File: config.mk
export PLATFORM = sky130hd
export DESIGN_NAME = page_range_allocation_map_top
export DESIGN_NICKNAME = d
export VERILOG_FILES = /design/src/sv/pra_pkg.sv /design/src/sv/page_range_allocation_map_top.sv /design/src/sv/pra_bitmap.sv
export SDC_FILE = /design/constraint.sdc
export NUM_CORES = 2
export LEC_CHECK = 0
export ABC_AREA = 1
export BUFFER_PORTS_ARGS = -buffer_cell sky130_fd_sc_hd__buf_2
export CORE_MARGIN = 8
export CORE_UTILIZATION = 30
export DETAILED_ROUTE_END_ITERATION = 8
export MAX_ROUTING_LAYER = met4
export REMOVE_ABC_BUFFERS = 1
export SLEW_MARGIN = 0
export SYNTH_ARGS = -nofsm -noshare
export SYNTH_HDL_FRONTEND = slang
export SYNTH_SLANG_ARGS = --single-unit
File: constraint.sdc
create_clock -name clk -period 6.5 [get_ports clk]
set_clock_uncertainty 0.2 [all_clocks]
set_input_delay 0.325 -clock clk [delete_from_list [all_inputs] [get_ports clk]]
set_output_delay 0.325 -clock clk [all_outputs]
set_load 0.05 [all_outputs]
File: src/sv/pra_pkg.sv
package pra_pkg;

    localparam int LOC_W      = 48;
    localparam int LEN_W      = 32;
    localparam int STATUS_W   = 3;
    localparam int RSV_W      = 11;
    localparam int CFG_W      = 48;
    localparam int IN_DATA_W  = 80;
    localparam int OUT_DATA_W = 56;
    localparam int OUT_PAD_W  = OUT_DATA_W - STATUS_W - LOC_W;

    // The bitmap is held as words of this many page bits.
    localparam int WORD_BITS  = 32;
    localparam int WORD_SHIFT = 5;

    localparam logic CMD_ALLOC = 1'b0;
    localparam logic CMD_FREE  = 1'b1;

    localparam logic REG_BASE  = 1'b0;
    localparam logic REG_PAGES = 1'b1;

    localparam logic [STATUS_W-1:0] ST_OK         = 3'd0;
    localparam logic [STATUS_W-1:0] ST_MISALIGN   = 3'd1;
    localparam logic [STATUS_W-1:0] ST_NO_RESERVE = 3'd2;
    localparam logic [STATUS_W-1:0] ST_BEYOND     = 3'd3;
    localparam logic [STATUS_W-1:0] ST_PAGE_USED  = 3'd4;

    typedef struct packed {
        logic rd;
        logic wr;
        logic wipe;
        logic set;
    } bm_ctrl_t;

endpackage

File: src/sv/page_range_allocation_map_top.sv
// Page range allocator: one in-use bit per page of a reserved region.
// Requests arrive on the s_ side: s_tuser selects alloc (0) or free (1),
// s_tdata carries the location and the length in bytes. Every request gives
// exactly one result on the m_ side: a status code and the granted address.
// The cfg channel writes the region base (index 0) and its page count
// (index 1); it is always ready. It must be written only while the block
// is idle; the block itself does not enforce this. One request is worked
// on at a time. The bitmap lives in a single-port memory of 32-page words,
// and each word touched is read, then evaluated or written back. An alloc
// makes a check pass and then a set pass over the words of its range, a
// free makes one clear pass only, and a request that fails its address
// checks touches no word.
// The result sits in an output register, so the next request is taken while
// an earlier result is still stalled; a stalled receiver holds m_tdata and
// blocks only the finish of the following request.
// After reset the bitmap is wiped one word per cycle, through all of its
// words, before s_tready rises; both config registers reset to zero.
module page_range_allocation_map_top
    import pra_pkg::*;
#(
    parameter int PAGE_BYTES = 4096,
    parameter int MAX_PAGES  = 1024
)
(
    input  logic                  clk,
    input  logic                  rst_n,
    input  logic                  s_tvalid,
    output logic                  s_tready,
    input  logic [IN_DATA_W-1:0]  s_tdata,   // location[47:0], length_bytes[79:48]
    input  logic                  s_tuser,   // cmd[0]
    output logic                  m_tvalid,
    input  logic                  m_tready,
    output logic [OUT_DATA_W-1:0] m_tdata,   // status[2:0], granted_address[50:3], zero
    input  logic                  cfg_valid,
    output logic                  cfg_ready,
    input  logic                  cfg_index,
    input  logic [CFG_W-1:0]      cfg_data
);

    localparam int PAGE_SHIFT = $clog2(PAGE_BYTES);
    localparam int PAGE_NUM_W = $clog2(MAX_PAGES + 1);
    localparam int PXW  = (PAGE_NUM_W > WORD_SHIFT) ? PAGE_NUM_W : WORD_SHIFT + 1;
    localparam int UW   = (PXW > RSV_W) ? PXW : RSV_W;
    localparam int ROWS = (MAX_PAGES + WORD_BITS - 1) / WORD_BITS;
    localparam int RAW  = (ROWS > 1) ? $clog2(ROWS) : 1;
    localparam int WW   = PXW - WORD_SHIFT;
    localparam int FW   = LOC_W + 1 - PAGE_SHIFT;
    localparam int CW   = LEN_W + 1 - PAGE_SHIFT;

    localparam logic [3:0] S_CLEAR    = 4'd0;
    localparam logic [3:0] S_IDLE     = 4'd1;
    localparam logic [3:0] S_PREP     = 4'd2;
    localparam logic [3:0] S_ALIGN    = 4'd3;
    localparam logic [3:0] S_RANGE    = 4'd4;
    localparam logic [3:0] S_CHECK_RD = 4'd5;
    localparam logic [3:0] S_CHECK_EV = 4'd6;
    localparam logic [3:0] S_SET_RD   = 4'd7;
    localparam logic [3:0] S_SET_WR   = 4'd8;
    localparam logic [3:0] S_DONE     = 4'd9;

    logic [3:0]          state_reg, state_next;
    logic                cmd_reg, cmd_next;
    logic [LOC_W-1:0]    loc_reg, loc_next;
    logic [LEN_W-1:0]    len_reg, len_next;
    logic [LOC_W-1:0]    base_reg;
    logic [RSV_W-1:0]    rsv_reg;
    logic                mis_reg, mis_next;
    logic                nobase_reg, nobase_next;
    logic [LOC_W-1:0]    off_reg, off_next;
    logic [FW-1:0]       first_reg, first_next;
    logic [CW-1:0]       count_reg, count_next;
    logic [PXW-1:0]      lo_reg, lo_next;
    logic [PXW-1:0]      hi_reg, hi_next;
    logic [WW-1:0]       w_reg, w_next;
    logic [WW-1:0]       last_w_reg, last_w_next;
    logic [STATUS_W-1:0] status_reg, status_next;
    logic [LOC_W-1:0]    grant_reg, grant_next;
    logic                m_valid_reg, m_valid_next;
    logic [STATUS_W-1:0] m_status_reg, m_status_next;
    logic [LOC_W-1:0]    m_grant_reg, m_grant_next;

    logic [LEN_W:0]         len_up;
    logic [LOC_W:0]         off_up;
    logic [PAGE_SHIFT:0]    shrink;
    logic [LEN_W-1:0]       shrink_ext;
    logic [LEN_W-1:0]       len_trim;
    logic [FW:0]            end_sum;
    logic [UW-1:0]          rsv_ext;
    logic [UW-1:0]          usable_u;
    logic [PXW-1:0]         usable;
    logic                   over;
    logic [PXW-1:0]         hi_m1;
    logic                   hit;
    bm_ctrl_t               bm_ctrl;

    assign s_tready  = (state_reg == S_IDLE);
    assign cfg_ready = 1'b1;
    assign m_tvalid  = m_valid_reg;
    assign m_tdata   = {{OUT_PAD_W{1'b0}}, m_grant_reg, m_status_reg};

    pra_bitmap #(
        .ROWS (ROWS),
        .RAW  (RAW),
        .WW   (WW),
        .PXW  (PXW)
    ) u_bitmap (
        .clk  (clk),
        .ctrl (bm_ctrl),
        .addr (w_reg),
        .lo   (lo_reg),
        .hi   (hi_reg),
        .hit  (hit)
    );

    // Shared arithmetic of the preparation states.
    always_comb
    begin
        len_up     = {1'b0, len_reg} + (LEN_W+1)'(PAGE_BYTES - 1);
        off_up     = {1'b0, off_reg} + (LOC_W+1)'(PAGE_BYTES - 1);
        shrink     = (off_reg[PAGE_SHIFT-1:0] == '0) ? '0
                     : (PAGE_SHIFT+1)'(PAGE_BYTES) - {1'b0, off_reg[PAGE_SHIFT-1:0]};
        shrink_ext = LEN_W'(shrink);
        len_trim   = (len_reg > shrink_ext) ? len_reg - shrink_ext : '0;
        end_sum    = {1'b0, first_reg} + (FW+1)'(count_reg);
        rsv_ext    = UW'(rsv_reg);
        usable_u   = (rsv_ext > UW'(MAX_PAGES)) ? UW'(MAX_PAGES) : rsv_ext;
        usable     = PXW'(usable_u);
        over       = end_sum > (FW+1)'(usable);
        hi_m1      = end_sum[PXW-1:0] - PXW'(1);
    end

    always_comb
    begin
        state_next    = state_reg;
        cmd_next      = cmd_reg;
        loc_next      = loc_reg;
        len_next      = len_reg;
        mis_next      = mis_reg;
        nobase_next   = nobase_reg;
        off_next      = off_reg;
        first_next    = first_reg;
        count_next    = count_reg;
        lo_next       = lo_reg;
        hi_next       = hi_reg;
        w_next        = w_reg;
        last_w_next   = last_w_reg;
        status_next   = status_reg;
        grant_next    = grant_reg;
        m_valid_next  = m_valid_reg;
        m_status_next = m_status_reg;
        m_grant_next  = m_grant_reg;
        bm_ctrl       = '0;

        if (m_valid_reg && m_tready)
        begin
            m_valid_next = 1'b0;
        end

        unique case (state_reg)
            S_CLEAR:
            begin
                bm_ctrl.wr   = 1'b1;
                bm_ctrl.wipe = 1'b1;
                if (w_reg == WW'(ROWS - 1))
                begin
                    state_next = S_IDLE;
                end
                else
                begin
                    w_next = w_reg + WW'(1);
                end
            end
            S_IDLE:
            begin
                if (s_tvalid)
                begin
                    cmd_next   = s_tuser;
                    loc_next   = s_tdata[LOC_W-1:0];
                    len_next   = s_tdata[LOC_W +: LEN_W];
                    state_next = S_PREP;
                end
            end
            S_PREP:
            begin
                if (cmd_reg == CMD_ALLOC)
                begin
                    mis_next    = |loc_reg[PAGE_SHIFT-1:0];
                    nobase_next = (base_reg == '0);
                    off_next    = base_reg + loc_reg;
                    first_next  = {1'b0, loc_reg[LOC_W-1:PAGE_SHIFT]};
                    count_next  = len_up[LEN_W:PAGE_SHIFT];
                    state_next  = S_RANGE;
                end
                else
                begin
                    mis_next    = 1'b0;
                    nobase_next = 1'b0;
                    off_next    = loc_reg - base_reg;
                    state_next  = S_ALIGN;
                end
            end
            S_ALIGN:
            begin
                // Free: round the offset up to a page and shrink the length by
                // the same amount before cutting it to whole pages.
                first_next = off_up[LOC_W:PAGE_SHIFT];
                count_next = {1'b0, len_trim[LEN_W-1:PAGE_SHIFT]};
                state_next = S_RANGE;
            end
            S_RANGE:
            begin
                lo_next     = first_reg[PXW-1:0];
                hi_next     = end_sum[PXW-1:0];
                w_next      = first_reg[PXW-1:WORD_SHIFT];
                last_w_next = hi_m1[PXW-1:WORD_SHIFT];
                grant_next  = '0;
                if (cmd_reg == CMD_ALLOC)
                begin
                    priority if (mis_reg)
                    begin
                        status_next = ST_MISALIGN;
                        state_next  = S_DONE;
                    end
                    else if (nobase_reg)
                    begin
                        status_next = ST_NO_RESERVE;
                        state_next  = S_DONE;
                    end
                    else if (over)
                    begin
                        status_next = ST_BEYOND;
                        state_next  = S_DONE;
                    end
                    else if (count_reg == '0)
                    begin
                        status_next = ST_OK;
                        grant_next  = off_reg;
                        state_next  = S_DONE;
                    end
                    else
                    begin
                        state_next = S_CHECK_RD;
                    end
                end
                else
                begin
                    status_next = ST_OK;
                    if (over || count_reg == '0)
                    begin
                        state_next = S_DONE;
                    end
                    else
                    begin
                        state_next = S_SET_RD;
                    end
                end
            end
            S_CHECK_RD:
            begin
                bm_ctrl.rd = 1'b1;
                state_next = S_CHECK_EV;
            end
            S_CHECK_EV:
            begin
                priority if (hit)
                begin
                    status_next = ST_PAGE_USED;
                    grant_next  = '0;
                    state_next  = S_DONE;
                end
                else if (w_reg == last_w_reg)
                begin
                    w_next     = lo_reg[PXW-1:WORD_SHIFT];
                    state_next = S_SET_RD;
                end
                else
                begin
                    w_next     = w_reg + WW'(1);
                    state_next = S_CHECK_RD;
                end
            end
            S_SET_RD:
            begin
                bm_ctrl.rd = 1'b1;
                state_next = S_SET_WR;
            end
            S_SET_WR:
            begin
                bm_ctrl.wr  = 1'b1;
                bm_ctrl.set = (cmd_reg == CMD_ALLOC);
                if (w_reg == last_w_reg)
                begin
                    status_next = ST_OK;
                    grant_next  = (cmd_reg == CMD_ALLOC) ? off_reg : '0;
                    state_next  = S_DONE;
                end
                else
                begin
                    w_next     = w_reg + WW'(1);
                    state_next = S_SET_RD;
                end
            end
            S_DONE:
            begin
                if (!m_valid_reg || m_tready)
                begin
                    m_valid_next  = 1'b1;
                    m_status_next = status_reg;
                    m_grant_next  = grant_reg;
                    state_next    = S_IDLE;
                end
            end
            default:
            begin
                state_next = S_IDLE;
            end
        endcase
    end

    always_ff @(posedge clk or negedge rst_n)
    begin
        if (!rst_n)
        begin
            state_reg   <= S_CLEAR;
            w_reg       <= '0;
            m_valid_reg <= 1'b0;
            base_reg    <= '0;
            rsv_reg     <= '0;
        end
        else
        begin
            state_reg   <= state_next;
            w_reg       <= w_next;
            m_valid_reg <= m_valid_next;
            if (cfg_valid)
            begin
                unique case (cfg_index)
                    REG_BASE:  base_reg <= cfg_data;
                    REG_PAGES: rsv_reg  <= cfg_data[RSV_W-1:0];
                    default:   ;
                endcase
            end
        end
    end

    always_ff @(posedge clk)
    begin
        cmd_reg      <= cmd_next;
        loc_reg      <= loc_next;
        len_reg      <= len_next;
        mis_reg      <= mis_next;
        nobase_reg   <= nobase_next;
        off_reg      <= off_next;
        first_reg    <= first_next;
        count_reg    <= count_next;
        lo_reg       <= lo_next;
        hi_reg       <= hi_next;
        last_w_reg   <= last_w_next;
        status_reg   <= status_next;
        grant_reg    <= grant_next;
        m_status_reg <= m_status_next;
        m_grant_reg  <= m_grant_next;
    end

endmodule

File: src/sv/pra_bitmap.sv
module pra_bitmap
    import pra_pkg::*;
#(
    parameter int ROWS = 32,
    parameter int RAW  = 5,
    parameter int WW   = 6,
    parameter int PXW  = 11
)
(
    input  logic           clk,
    input  bm_ctrl_t       ctrl,
    input  logic [WW-1:0]  addr,
    input  logic [PXW-1:0] lo,
    input  logic [PXW-1:0] hi,
    output logic           hit
);

    logic [WORD_BITS-1:0] mem [0:ROWS-1];
    logic [WORD_BITS-1:0] rd_q_reg;

    logic [WORD_SHIFT-1:0] lo_bit;
    logic [WORD_BITS-1:0]  hi_mask;
    logic [WORD_BITS-1:0]  mask;
    logic [WORD_BITS-1:0]  wdata;

    // Page range [lo, hi) cut down to the bits of the addressed word.
    always_comb
    begin
        lo_bit  = (addr == lo[PXW-1:WORD_SHIFT]) ? lo[WORD_SHIFT-1:0] : '0;
        hi_mask = (addr == hi[PXW-1:WORD_SHIFT])
                  ? ((WORD_BITS'(1) << hi[WORD_SHIFT-1:0]) - WORD_BITS'(1))
                  : {WORD_BITS{1'b1}};
        mask    = ({WORD_BITS{1'b1}} << lo_bit) & hi_mask;
        if (ctrl.wipe)
        begin
            wdata = '0;
        end
        else if (ctrl.set)
        begin
            wdata = rd_q_reg | mask;
        end
        else
        begin
            wdata = rd_q_reg & ~mask;
        end
    end

    assign hit = |(rd_q_reg & mask);

    always_ff @(posedge clk)
    begin
        if (ctrl.rd)
        begin
            rd_q_reg <= mem[addr[RAW-1:0]];
        end
        if (ctrl.wr)
        begin
            mem[addr[RAW-1:0]] <= wdata;
        end
    end

endmodule

==> metrics.yaml <==
drt-initial-drc-count: 5598
dp_hpwl_mm: 129.3
p_int_mw: 19.92
ys_seq_area_share_pct: 66.05
critPathMaxFanout: 5
cts_made_buffers: 151
r2r_start: "base_reg[0]$_DFFE_PN0P_"
worstRegToRegCells: 22
seq_power_share_pct: 39.4
wirelength_mm: 203.9
area_delta_synth_final_pct: 18.24
critical_path_arrival_ps: 5510
clkSlewWorstSetupHoldPaths_ps: 60
largest_reg_flops: 1024
core_area_um2: 216500
post_cts_buffers: 0
place.gp.congestion: 0.9194
ff2ff_setup_slack_ps: 1340
ys.flop_type: "edfxtp_1"
synthCells: 5806
nNetsFinal: 6416
grt_pass1_wl_mm: 300.1
drive_gt1_share_pct: 11.32
synth_cell_type_count: 67
first_pass_iters: 6
status: "completed"
netSwitchingPower_mw: 11.89
power.density_nw_per_um2: 412.8
dieHeight_um: 482.1
antenna_left: 0
min_to: "loc_reg[42]$_DFFE_PP_"
viasPerCell: 5.152
die_x_um: 482.1
min_path_cells: 2
setup_viol: 0
tns_ps: 0
ios: 194
grt_usage_pct: 17.43
power.leakage_nw: 27.51
fmax_ghz: 0.1938
rsz0062_at_grt: "false"
drc: 0
cts_tree: "done"
die_area_um2: 232400
timing.final.hold_violations: 0
cap_violations: 0
first_global_vias: 45757
power_frac_comb_pct: 32.8
critPathRequiredTime_ps: 6850
swShare_pct: 37.37
cts_resized: 0
crit_path_start_kind: "flop"
cts_max_level: 4
core.rowCount: 171
grt-ovfl-total: 0
hp-class: "in -> reg"
start_util_pct: 30.10
clockBufferDepth: 3
holdWs_ps: 32.55
r2r-end: "off_reg[43]$_DFFE_PP_"
grt_max_degree: 197
cts_hold_buf: 175
routedWlPerCell_um: 22.27
portBuffers: 187
clkSinkCount: 1445
root_buffer: "clkbuf_16"
worstSetupEndpointType: "flop"
relSlewSlack_pct: 4.316
slew_viol_final: 0
syn_area_per_cell_um2: 11.22
yosysWarnings: 0
crit_type: "reg -> reg"
fin_crit_sh_pct: 79.38
insertion_delay_ps: 820
peakVddDrop_uv: 340.1
antenna_found_initial: 8
async_flop_share_pct: 4.844
fin_total_pwr_mw: 31.81
vias: 47160
ys_ff_latch: 1445
min_from: "s_tdata[42]"
synth-edff-count: 1375
post-route-min-period_ps: 5159
pwr-share-clk_pct: 27.8
worst_slew_pin_slew_ps: 1435
synthesis.area_um2: 65170
stage by stage:
stage               cell area (um^2)  util [%]  std cells  setup WS [ps]
floorplan                      64120         -       5556         -13490
global placement               70210     32.43       8706           1362
detailed placement             70210     32.43       8706           1357
CTS                            77050     35.58       9152           1368
global route                   77050     35.58       9152          786.7
finish                         77050     35.59       9154           1341
power by group through the flow:
stage	logic, mW	registers, mW	clock network [mW]
3_5_place_dp	10.2	12.7	0
4_1_cts	10.4	12.5	9.00
2_1_floorplan	6.49	12.9	0
6_report	10.4	12.5	8.85
3_3_place_gp	10.1	12.7	0
5_1_grt	11.4	12.6	9.34
Yosys cell counts (35+ instances only):
| master | number | area [um^2] |
|---|---|---|
| nor2_1 | 915 | 3435 |
| nor4_1 | 35 | 219.0 |
| edfxtp_1 | 1375 | 41290 |
| nand4_1 | 59 | 369.1 |
| xnor2_1 | 52 | 455.4 |
| o22ai_1 | 261 | 1633 |
| dfrtp_1 | 70 | 1752 |
| nand2_1 | 715 | 2684 |
| o21ai_0 | 658 | 3293 |
| ha_1 | 99 | 1239 |
| inv_1 | 391 | 1468 |
| xor2_1 | 111 | 972.2 |
| clkbuf_1 | 209 | 784.5 |
| nand3_1 | 175 | 875.8 |
| nor3_1 | 65 | 325.3 |
| a21oi_1 | 171 | 855.8 |
| a221oi_1 | 62 | 543.0 |
| a22o_1 | 61 | 534.3 |
per-layer routing:
metal  vias to the layer above  share of wire, %  GRT usage, %  wire (um)
li1                      21666                 -             -          -
met1                     23268                45         24.31      91380
met2                      1945                45         26.78      92610
met3                       281               7.2         2.228      14620
met4                         0               2.6         4.935       5264
met5                         -                 0             -          0
how the worst max path moves through the flow:
stage / from / end / slack (ps) / depth (start not counted)
3_3_place_gp: base_reg[0]$_DFFE_PN0P_ / off_reg[43]$_DFFE_PP_ / 1360 / 22
4_1_cts: base_reg[0]$_DFFE_PN0P_ / off_reg[43]$_DFFE_PP_ / 1370 / 22
2_1_floorplan: w_reg[0]$_DFFE_PN0P_ / u_bitmap.mem[0][28]$_DFFE_PP_ / -13490 / 10
3_5_place_dp: base_reg[0]$_DFFE_PN0P_ / off_reg[43]$_DFFE_PP_ / 1360 / 22
5_1_grt: base_reg[0]$_DFFE_PN0P_ / off_reg[43]$_DFFE_PP_ / 790 / 22
6_report: base_reg[0]$_DFFE_PN0P_ / off_reg[43]$_DFFE_PP_ / 1340 / 22
cells by family (layout without fill, tap and decap cells):
logic type / Yosys count / in the layout / synth area share, %
XOR/XNOR: 163 / 163 / 2.191
adder cells (fa/ha/maj): 101 / 101 / 1.962
AO/OA/AOI/OAI: 1367 / 1367 / 12.29
other: 2 / 9 / 0.01152
multiplexers: 27 / 27 / 0.4665
buffers and inverters: 667 / 1154 / 4.022
flip-flops: 1445 / 1445 / 66.05
AND/OR/NAND/NOR: 2034 / 2034 / 13.01
critical path: stages, from the launching register on:
cell      delay [ps]
dfrtp_1          400
inv_1            110
ha_1             180
nand2_1           60
nor2_1           130
nand2_1           90
nor2_1           140
nand3_1          120
nor3_1           380
nand4_1          240
nor2_1           270
nand2_1          160
o21ai_0          210
xor2_1           170
ha_1             310
a21oi_1          230
inv_1             60
a31oi_1          300
o21ai_0          210
a21oi_1          180
nand3_1          260
a311oi_1         420
xnor2_1          100
final cells by class:
type,instances,area (um^2)
fill,21136,139500
sequential,1445,43050
multi-input combinational,3699,20130
clock buffer,184,4006
timing repair buffer,471,3656
tap,2854,3571
inverter,412,1564
clock inverter,87,1071
antenna,2,5.005
placed cells by master, fill, tap and decap left out, drive strengths merged, types with 62 or more instances in the layout:
master	n
clkbuf	184
a221oi	62
a21oi	191
dfrtp	70
nand2	724
inv	417
edfxtp	1375
nor2	932
o22ai	261
o21ai	670
xor2	111
nand3	181
nor3	67
dlygate4sd3	174
ha	99
buf	297
(Power assumes the default switching activity.)
